==> config.mk <==
export PLATFORM = sky130hd
export DESIGN_NAME = alpha_word_tokenizer_unit
export DESIGN_NICKNAME = d
export VERILOG_FILES = /design/src/awt_pkg.sv /design/src/awt_front.sv /design/src/awt_queue.sv /design/src/awt_back.sv /design/src/alpha_word_tokenizer_unit.sv
export SDC_FILE = /design/constraint.sdc
export NUM_CORES = 1
export LEC_CHECK = 0
export BUFFER_PORTS_ARGS = -buffer_cell sky130_fd_sc_hd__buf_2
export CAP_MARGIN = 40
export CORE_UTILIZATION = 40
export CTS_BUF_LIST = sky130_fd_sc_hd__clkbuf_4 sky130_fd_sc_hd__clkbuf_8
export DETAILED_ROUTE_END_ITERATION = 6
export HOLD_SLACK_MARGIN = 0.06
export PLACE_DENSITY = 0.57
export SYNTH_ARGS = -nofsm -noshare
export SYNTH_HDL_FRONTEND = slang
export SYNTH_SLANG_ARGS = --single-unit
==> constraint.sdc <==
create_clock -name clk -period 10.5 [get_ports clk]
set_input_delay 2.1 -clock clk [delete_from_list [all_inputs] [get_ports clk]]
set_output_delay 2.1 -clock clk [all_outputs]
set_load 0.05 [all_outputs]
==> src/awt_pkg.sv <==
// Shared types and constants of the alphabetic word tokenizer.
package awt_pkg;

  localparam int BYTE_W   = 8;
  localparam int LETTER_W = 5;
  localparam int CHAR_W   = 7;
  localparam int MINLEN_W = 6;

  localparam logic [BYTE_W-1:0]   UPPER_A = 8'd65;
  localparam logic [BYTE_W-1:0]   UPPER_Z = 8'd90;
  localparam logic [BYTE_W-1:0]   LOWER_A = 8'd97;
  localparam logic [BYTE_W-1:0]   LOWER_Z = 8'd122;
  localparam logic [CHAR_W-1:0]   CHAR_A  = 7'd97;
  localparam logic [MINLEN_W-1:0] MIN_LEN_RESET = 6'd3;

  // Letter write from the front end into the word buffer.
  typedef struct packed {
    logic                en;
    logic [LETTER_W-1:0] letter;
  } letter_wr_t;

  // Per-word control carried through the descriptor queue.
  typedef struct packed {
    logic bank;
    logic trunc;
  } word_tag_t;

endpackage

==> src/awt_front.sv <==
// Front end: accepts bytes, classifies letters, builds words and queues them.
module awt_front #(
  parameter int MAX_WORD_LEN = 32,
  parameter int IDX_W = $clog2(MAX_WORD_LEN),
  parameter int LEN_W = $clog2(MAX_WORD_LEN + 1)
) (
  input  logic                          clk,
  input  logic                          rst,
  input  logic                          in_valid,
  output logic                          in_stall,
  input  logic [awt_pkg::BYTE_W-1:0]    text_byte,
  input  logic                          end_of_text,
  input  logic                          cfg_valid,
  output logic                          cfg_ready,
  input  logic [awt_pkg::MINLEN_W-1:0]  cfg_data,
  input  logic                          q_full,
  output logic                          push,
  output awt_pkg::word_tag_t            push_tag,
  output logic [LEN_W-1:0]              push_len,
  output awt_pkg::letter_wr_t           wr,
  output logic [IDX_W:0]                wr_addr
);
  import awt_pkg::*;

  localparam int CMP_W = (LEN_W > MINLEN_W) ? LEN_W : MINLEN_W;

  logic [LEN_W-1:0]    count;
  logic                overflowed;
  logic                bank;
  logic [MINLEN_W-1:0] min_len;

  logic                is_upper;
  logic                is_lower;
  logic                is_letter;
  logic                accept;
  logic                room;
  logic                flush;
  logic                keep;
  logic [LEN_W-1:0]    count_next;
  logic                overflowed_next;
  logic [LETTER_W-1:0] letter_idx;

  // The front stalls whenever both word banks are claimed by queued words.
  assign in_stall  = q_full;
  assign cfg_ready = 1'b1;
  assign accept    = in_valid && !in_stall;

  // Classify the byte and work out the word state after it.
  always_comb begin
    is_upper   = text_byte inside {[UPPER_A:UPPER_Z]};
    is_lower   = text_byte inside {[LOWER_A:LOWER_Z]};
    is_letter  = is_upper || is_lower;
    letter_idx = is_upper ? LETTER_W'(text_byte - UPPER_A) : LETTER_W'(text_byte - LOWER_A);
    room       = count < LEN_W'(MAX_WORD_LEN);
    count_next = (is_letter && room) ? count + LEN_W'(1) : count;
    overflowed_next = overflowed || (is_letter && !room);
    flush      = !is_letter || end_of_text;
    keep       = (count_next != '0) && (CMP_W'(count_next) >= CMP_W'(min_len));
  end

  // Buffer write and word hand-off to the back end.
  always_comb begin
    wr.en          = accept && is_letter && room;
    wr.letter      = letter_idx;
    wr_addr        = {bank, count[IDX_W-1:0]};
    push           = accept && flush && keep;
    push_tag.bank  = bank;
    push_tag.trunc = overflowed_next;
    push_len       = count_next;
  end

  // Word state, bank select and the minimum length register.
  always_ff @(posedge clk) begin
    if (rst) begin
      count      <= '0;
      overflowed <= 1'b0;
      bank       <= 1'b0;
      min_len    <= MIN_LEN_RESET;
    end else begin
      if (accept) begin
        if (flush) begin
          count      <= '0;
          overflowed <= 1'b0;
        end else begin
          count      <= count_next;
          overflowed <= overflowed_next;
        end
      end
      if (push) begin
        bank <= !bank;
      end
      if (cfg_valid && cfg_ready) begin
        min_len <= cfg_data;
      end
    end
  end

endmodule

==> src/awt_queue.sv <==
// Two-entry queue of finished word descriptors between front and back end.
module awt_queue #(
  parameter int LEN_W = 6
) (
  input  logic               clk,
  input  logic               rst,
  input  logic               push,
  input  awt_pkg::word_tag_t push_tag,
  input  logic [LEN_W-1:0]   push_len,
  input  logic               pop,
  output logic               q_full,
  output logic               head_valid,
  output awt_pkg::word_tag_t head_tag,
  output logic [LEN_W-1:0]   head_len
);
  import awt_pkg::*;

  word_tag_t        tag_q [2];
  logic [LEN_W-1:0] len_q [2];
  logic             wr_ptr;
  logic             rd_ptr;
  logic [1:0]       fill;

  assign q_full     = fill == 2'd2;
  assign head_valid = fill != 2'd0;
  assign head_tag   = tag_q[rd_ptr];
  assign head_len   = len_q[rd_ptr];

  // Entry storage, no reset needed.
  always_ff @(posedge clk) begin
    if (push) begin
      tag_q[wr_ptr] <= push_tag;
      len_q[wr_ptr] <= push_len;
    end
  end

  // Pointers and fill level.
  always_ff @(posedge clk) begin
    if (rst) begin
      wr_ptr <= 1'b0;
      rd_ptr <= 1'b0;
      fill   <= 2'd0;
    end else begin
      if (push) begin
        wr_ptr <= !wr_ptr;
      end
      if (pop) begin
        rd_ptr <= !rd_ptr;
      end
      if (push && !pop) begin
        fill <= fill + 2'd1;
      end else if (pop && !push) begin
        fill <= fill - 2'd1;
      end
    end
  end

endmodule

==> src/awt_back.sv <==
// Back end: holds the two-bank word buffer and streams queued words out.
module awt_back #(
  parameter int MAX_WORD_LEN = 32,
  parameter int IDX_W = $clog2(MAX_WORD_LEN),
  parameter int LEN_W = $clog2(MAX_WORD_LEN + 1)
) (
  input  logic                         clk,
  input  logic                         rst,
  input  awt_pkg::letter_wr_t          wr,
  input  logic [IDX_W:0]               wr_addr,
  input  logic                         head_valid,
  input  awt_pkg::word_tag_t           head_tag,
  input  logic [LEN_W-1:0]             head_len,
  output logic                         pop,
  output logic                         out_valid,
  input  logic                         out_stall,
  output logic [awt_pkg::CHAR_W-1:0]   word_char,
  output logic                         last_of_word,
  output logic                         word_truncated
);
  import awt_pkg::*;

  localparam int DEPTH = 2 ** (IDX_W + 1);

  logic [LETTER_W-1:0] mem [DEPTH];
  logic [IDX_W-1:0]    pos;
  logic                load;
  logic                at_last;
  logic [IDX_W:0]      rd_addr;

  // A new character is read whenever the output register is free or draining.
  always_comb begin
    load    = head_valid && (!out_valid || !out_stall);
    at_last = (LEN_W'(pos) + LEN_W'(1)) == head_len;
    rd_addr = {head_tag.bank, pos};
    pop     = load && at_last;
  end

  // Word buffer write port from the front end.
  always_ff @(posedge clk) begin
    if (wr.en) begin
      mem[wr_addr] <= wr.letter;
    end
  end

  // Registered read straight into the output payload.
  always_ff @(posedge clk) begin
    if (load) begin
      word_char      <= CHAR_A + CHAR_W'(mem[rd_addr]);
      last_of_word   <= at_last;
      word_truncated <= head_tag.trunc;
    end
  end

  // Character position and output valid.
  always_ff @(posedge clk) begin
    if (rst) begin
      pos       <= '0;
      out_valid <= 1'b0;
    end else begin
      if (load) begin
        out_valid <= 1'b1;
        pos       <= at_last ? '0 : pos + IDX_W'(1);
      end else if (!out_stall) begin
        out_valid <= 1'b0;
      end
    end
  end

endmodule

==> src/alpha_word_tokenizer_unit.sv <==
// A word's ending byte queues its descriptor; its first character then leaves through the
// output register. Throughput: one byte per cycle in, one character per cycle out while
// out_stall is low; the input stalls only while two finished words hold both word buffer banks.
// Reset: rst is synchronous; it empties the word, the queue and the output, and sets the
// minimum word length to 3. The word buffer itself is not cleared.
module alpha_word_tokenizer_unit #(
  parameter int MAX_WORD_LEN = 32
) (
  input  logic                         clk,
  input  logic                         rst,
  input  logic                         in_valid,
  output logic                         in_stall,
  input  logic [awt_pkg::BYTE_W-1:0]   text_byte,
  input  logic                         end_of_text,
  input  logic                         cfg_valid,
  output logic                         cfg_ready,
  input  logic [awt_pkg::MINLEN_W-1:0] cfg_data,
  output logic                         out_valid,
  input  logic                         out_stall,
  output logic [awt_pkg::CHAR_W-1:0]   word_char,
  output logic                         last_of_word,
  output logic                         word_truncated
);
  import awt_pkg::*;

  localparam int IDX_W = $clog2(MAX_WORD_LEN);
  localparam int LEN_W = $clog2(MAX_WORD_LEN + 1);

  logic             q_full;
  logic             push;
  word_tag_t        push_tag;
  logic [LEN_W-1:0] push_len;
  letter_wr_t       wr;
  logic [IDX_W:0]   wr_addr;
  logic             pop;
  logic             head_valid;
  word_tag_t        head_tag;
  logic [LEN_W-1:0] head_len;

  // Byte intake and word building.
  awt_front #(
    .MAX_WORD_LEN (MAX_WORD_LEN),
    .IDX_W        (IDX_W),
    .LEN_W        (LEN_W)
  ) u_front (
    .clk         (clk),
    .rst         (rst),
    .in_valid    (in_valid),
    .in_stall    (in_stall),
    .text_byte   (text_byte),
    .end_of_text (end_of_text),
    .cfg_valid   (cfg_valid),
    .cfg_ready   (cfg_ready),
    .cfg_data    (cfg_data),
    .q_full      (q_full),
    .push        (push),
    .push_tag    (push_tag),
    .push_len    (push_len),
    .wr          (wr),
    .wr_addr     (wr_addr)
  );

  // Finished words waiting for output.
  awt_queue #(
    .LEN_W (LEN_W)
  ) u_queue (
    .clk        (clk),
    .rst        (rst),
    .push       (push),
    .push_tag   (push_tag),
    .push_len   (push_len),
    .pop        (pop),
    .q_full     (q_full),
    .head_valid (head_valid),
    .head_tag   (head_tag),
    .head_len   (head_len)
  );

  // Character output.
  awt_back #(
    .MAX_WORD_LEN (MAX_WORD_LEN),
    .IDX_W        (IDX_W),
    .LEN_W        (LEN_W)
  ) u_back (
    .clk            (clk),
    .rst            (rst),
    .wr             (wr),
    .wr_addr        (wr_addr),
    .head_valid     (head_valid),
    .head_tag       (head_tag),
    .head_len       (head_len),
    .pop            (pop),
    .out_valid      (out_valid),
    .out_stall      (out_stall),
    .word_char      (word_char),
    .last_of_word   (last_of_word),
    .word_truncated (word_truncated)
  );

endmodule

; ---- Yosys cells after proc, flatten, opt, wreduce, memory -nomap -nowiden
; Memories as Yosys holds them, arrays and structs flattened. A register that Yosys moved wholly into a read port is not among the register bits.
; Cells that the tools add are included.
[word_totals]
latch_bits = 0
register_bits = 33
in_bits = 20
romBits = 0
output_inout_bits = 12
n_memories = 3
ram_bits = 336
elab_cells = 80
[classes]
reduce_logical = 31
n_lt_le_gt_ge = 6
n_eq_ne = 3
n_div = 0
shift = 0
mul = 0
bitwise_logic = 0
n_mux = 17
addsub = 8
[mem_list]
columns = memory, words, word_bits, read_ports, rd_ports_with_merged_regs, write_ports, line_no
row1 = u_back.mem, 64, 5, 1, 0, 1, awt_back.sv:25  ; logic [LETTER_W-1:0] mem [DEPTH];
row2 = u_queue.len_q, 2, 6, 1, 1, 1, awt_queue.sv:19  ; logic [LEN_W-1:0] len_q [2];
row3 = u_queue.tag_q, 2, 2, 1, 1, 1, awt_queue.sv:18  ; word_tag_t tag_q [2];
[ops]
columns = operator, count
row1 = $ge A8 B7 Y1 const B, 2
row2 = $le A8 B7 Y1 const B, 2
row3 = $logic_and A1 B1 Y1, 14
row4 = $mux W6, 2
row5 = $mux W1, 11
row6 = $logic_not A1 Y1, 10
row7 = $mux W5, 2
row8 = $sub A5 B1 Y5 const B, 2
row9 = $add A6 B6 Y7 const A, 1
row10 = $add A5 B1 Y6 const B, 1
row11 = $add A6 B1 Y6 const B, 1
row12 = $eq A6 B6 Y1, 1
row13 = $ge A6 B6 Y1, 1
row14 = $lt A6 B6 Y1 const B, 1
row15 = $reduce_bool A6 Y1, 1
row16 = $add A5 B1 Y5 const B, 1
row17 = $logic_or A1 B1 Y1, 4
row18 = $mux W2, 2
row19 = $reduce_bool A2 Y1, 2
row20 = $add A2 B1 Y2 const B, 1
row21 = $eq A2 B2 Y1 const B, 1
row22 = $ne A2 B1 Y1 const B, 1
row23 = $sub A2 B1 Y2 const B, 1

; ---- Longest topological paths before layout
[depth]
ltp_word = 12
mapped_depth = 18
depth_no_buf = 17

; ---- Modules after synthesis
; A second synthesis with hierarchy kept.
[hier_totals]
cells_unflattened = 878
hier_area_um2 = 15341.0
[modules_own_cells]
columns = module, seq_area_each_um2, cells_per_inst, instances, area_per_inst_um2
row1 = awt_back, 9999.6, 688, 1, 13360.3
row2 = awt_front, 280.3, 143, 1, 1194.9
row3 = awt_queue, 580.6, 47, 1, 785.8

; ---- Worst setup path after synthesis
; Ideal clock, no wire load.
[synth_timing]
path_type = in2reg
start = input text_byte[0] (netlist bit)
end = register u_queue.fill[1]
cell_stages = 17
t_arrival_ns = 6.297
path_slack_ns = 4.132
n_path_buf = 1
setup_time_ns = 0.071
required_ns = 10.429
path_cell_list = inv_1 ha_1 or3b_4 o311ai_4 buf_6 nor3_1 xnor2_1 ha_1 nand2b_1 a21o_1 a21o_1 a21o_1 a211oi_1 nor3_2 ha_1 or3_1 a21oi_1
[synth_between]
elab_chain_len = 11
elab_cells_between_ends = 21
classes_between = order compare: 5 / mux: 2 / reduce/logical: 14
[synth_rtl]
columns = item, line_no
row1 = "start, declared", alpha_word_tokenizer_unit.sv:13  ; input logic [awt_pkg::BYTE_W-1:0] text_byte,
row2 = "$ge A8 B7 Y1, or another cell as far along", awt_front.sv:50  ; is_upper = text_byte inside {[UPPER_A:UPPER_Z]};
row3 = "$logic_and A1 B1 Y1, on equally long branches", "awt_front.sv:50, awt_front.sv:51"
row4 = $logic_or A1 B1 Y1 *, awt_front.sv:52  ; is_letter = is_upper || is_lower;
row5 = $logic_and A1 B1 Y1, awt_front.sv:55  ; count_next = (is_letter && room) ? count + LEN_W'(1) : count;
row6 = $mux W6, awt_front.sv:55
row7 = $ge A6 B6 Y1 or $reduce_bool A6 Y1 (tied branches), awt_front.sv:58  ; keep = (count_next != '0) && (CMP_W'(count_next) >= CMP_W'(min_len));
row8 = $logic_and A1 B1 Y1, awt_front.sv:58
row9 = $logic_and A1 B1 Y1 *, awt_front.sv:66  ; push = accept && flush && keep;
row10 = named net push, alpha_word_tokenizer_unit.sv:30  ; logic push;
row11 = $logic_not A1 Y1, awt_queue.sv:52  ; end else if (pop && !push) begin
row12 = $logic_and A1 B1 Y1, awt_queue.sv:52
row13 = $reduce_bool A2 Y1 (no source line), -
row14 = "end signal, assigned", awt_queue.sv:51  ; fill <= fill + 2'd1;
row15 = "end signal, assigned", awt_queue.sv:53  ; fill <= fill - 2'd1;
row16 = "end, declared", awt_queue.sv:22  ; logic [1:0] fill;
; Mark *: on every way through the listed nets, which the timed path passes. The rest lies on a longest branch.
; A chain may end at the register's enable or synchronous reset.

; ---- Worst setup path after layout
; Ends and elaborated chain as after synthesis.

==> qor.yml <==
htree_levels: 2
drive_gt1_share_pct: 24.0
period_share_pct: 55.3
grt_pass1_wl_mm: 52.0
ctsResizeCount: 0
crit_path_cell_trace: "buf_2 -> inv_2 -> ha_1 -> or3b_4 -> o311ai_4 -> nor3_1 -> xnor2_1 -> ha_1 -> nand2b_1 -> a21o_1 -> a21o_1 -> a21o_1 -> a211oi_1 -> nor3_2 -> ha_1 -> or3_1 -> a21oi_1"
yosysMostFrequentCell: "edfxtp_1"
grt_pass1_vias: 8186
place_area_um2: 16000
slowest_delay_ps: 440
period_needed_ps: 5800
io_buffer_count: 30
dieArea_um2: 39100
ff_latch_area_um2: 10900
crit_path_start_kind: "input port"
cts_tree: "built"
switching_share_pct: 20.9
cp_max_fo: 14
grtUsageTotal_pct: 18.1
synth.largest_area_cell: "edfxtp_1"
hold-worst-slack_ps: 483
leakagePower_nw: 5.37
power.share.clock_pct: 41.4
netlist_area_um2: 15300
cts_setup_buffers: 0
dieHeight_um: 198
final_area_um2: 17200
worstMarginPinSlew_ps: 807
ir_drop_mv: 0.0921
combPwrFrac_pct: 2.9
synth-edff-count: 345
cap_violations: 0
globalplace.congestion: 0.750
slew-limit-headroom_pct: 46.2
drt_iter0_drc: 569
syn_avg_cell_area_um2: 17.5
slowest_stage: "or3b_4"
synth_top_cells_by_count: "345 x edfxtp_1, 103 x nor2_1, 74 x mux4_2, 40 x nand2_1, 31 x mux2i_1"
grt_overflow_total: 0
end_kind: "flop"
fp-row-count: 71
powerDensity_nw_per_um2: 170
clock_skew_ps: 15.3
dp_hpwl_mm: 20.9
synthArstFlopShare_pct: 0
synth.area.top_cells: "edfxtp_1 68%, mux4_2 11%, dfxtp_1 3.3%, nor2_1 2.5%, mux2i_1 2.0%"
final_util_pct: 45.6
cts_buffers: 57
rsz0062_at_grt: "no"
grt_max_degree: 65
postCtsHoldBufs: 0
antenna_cells: 0
multi_input_comb_area_um2: 4140
fillers: 3311
die_w_um: 198
final_nets: 964
via_per_inst: 5.37
slew_viol_final: 0
synth_ff_type: "edfxtp_1"
cp.required_ps: 11030
seqPwrFrac_pct: 55.7
seq_area_frac_synth_pct: 70.9
tns_ps: 0
drc: 0
postRouteAntennaNets: 0
cts-root-buf: "clkbuf_8"
p_switching_mw: 0.611
vias: 7962
drtPass1Iterations: 5
grt_antenna_before_repair: 0
internal_power_mw: 2.31
fmax_mhz: 172
synth_nets: 910
final-hold-violation-count: 0
cts.clk_slew.worst_paths_ps: 60
core_um2: 37700
synth_cell_types: 64
ys_ff_latch: 370
routedWlPerCell_um: 22.8
outcome: "finished clean"
cts.sink_count: 370
io-pin-count: 32
min_path_type: "reg -> reg"
yosys_warnings: 0
netlist.area_leader.share_pct: 67.7
clk_latency_ps: 610
worstPathArrival_ps: 6340
wirelength_mm: 33.8
syn_inst: 877
cts_buffer_depth: 3
initial_core_util_pct: 40.6
critPathKind: "in -> reg"
area_growth_pct: 12.1
setup_viol: 0
-- power groups by stage --
stage	Sequential [mW]	Clock [mW]	Combinational [mW]
2_1_floorplan	1.66	0	0.0496
3_3_place_gp	1.66	0	0.0801
3_5_place_dp	1.66	0	0.0847
4_1_cts	1.63	1.23	0.0850
5_1_grt	1.63	1.29	0.0920
6_report	1.63	1.21	0.0835
-- state kept, by name (all words and copies together) (netlist names), named ones only --
name / count
u_back.word_truncated: 1
u_queue.fill: 2
u_back.last_of_word: 1
u_front.overflowed: 1
u_back.out_valid: 1
u_front.bank: 1
u_back.mem: 320
u_back.pos: 5
u_front.count: 6
u_queue.tag_q: 4
u_queue.wr_ptr: 1
u_queue.rd_ptr: 1
u_queue.len_q: 12
u_back.word_char: 7
u_front.min_len: 6
-- per-layer routing --
layer / part of all wire [%] / vias up / GRT usage [%]
met5: 0 / - / 0
met4: 1.9 / 0 / 5.43
met3: 5.3 / 55 / 3.40
met2: 47 / 229 / 28.6
met1: 46 / 4116 / 25.5
li1: - / 3562 / -
-- final timing paths --
path	end	slack, ps	start	cells after the start
worst min register to register	u_back.out_valid	480	u_back.out_valid	2
worst max register to register	u_back.word_char[2]	6580	u_back.pos[0]	8
worst min-delay path	u_back.out_valid	480	u_back.out_valid	2
worst max-delay path	u_queue.fill[1]	4700	text_byte[0]	17
-- layout by cell type, fill, tap and decap left out, types with 13 or more instances in the layout --
cell,count
edfxtp_1,345
nor2_1,103
mux4_2,74
clkbuf_8,66
nand2_1,40
mux2i_1,31
buf_2,30
nand3_1,23
dfxtp_1,22
inv_1,14
ha_1,13
-- worst max-delay path, delay by kind of cell --
family,cells,cell delay [ps]
compound gates,6,1460
buf+inv,2,380
simple gates,5,1230
xor+xnor,1,240
fa+ha+maj,3,920
-- layout make-up --
type                            instances  share of cell area [%]
Clock buffer                           78                    5.82
Inverter                               17                   0.372
Tap cell                              511                    3.73
Clock inverter                         23                   0.919
Multi-Input combinational cell        440                    24.1
Sequential cell                       370                    63.3
Timing Repair Buffer                   45                    1.70
-- logic make-up (layout without fill, tap and decap cells) --
| logic type | after synthesis | in the layout | synth area share, % |
|---|---|---|---|
| compound gates | 56 | 56 | 2.77 |
| xor+xnor | 25 | 25 | 1.43 |
| fa+ha+maj | 13 | 13 | 1.06 |
| buf+inv | 67 | 163 | 2.35 |
| flops | 370 | 370 | 70.9 |
| mux | 117 | 117 | 14.4 |
| other cells | 1 | 1 | 0.0245 |
| simple gates | 228 | 228 | 7.04 |
-- through the flow --
| step | setup slack, ps | instances | power [mW] |
|---|---|---|---|
| floorplan | 4130 | 877 | 1.71 |
| CTS | 4720 | 1484 | 2.95 |
| global route | 4440 | 1484 | 3.01 |
| finish | 4700 | 1484 | 2.92 |
| detailed placement | 4080 | 1383 | 1.74 |
| global placement | 3540 | 1379 | 1.74 |
Power figures use the tool's default switching activity.
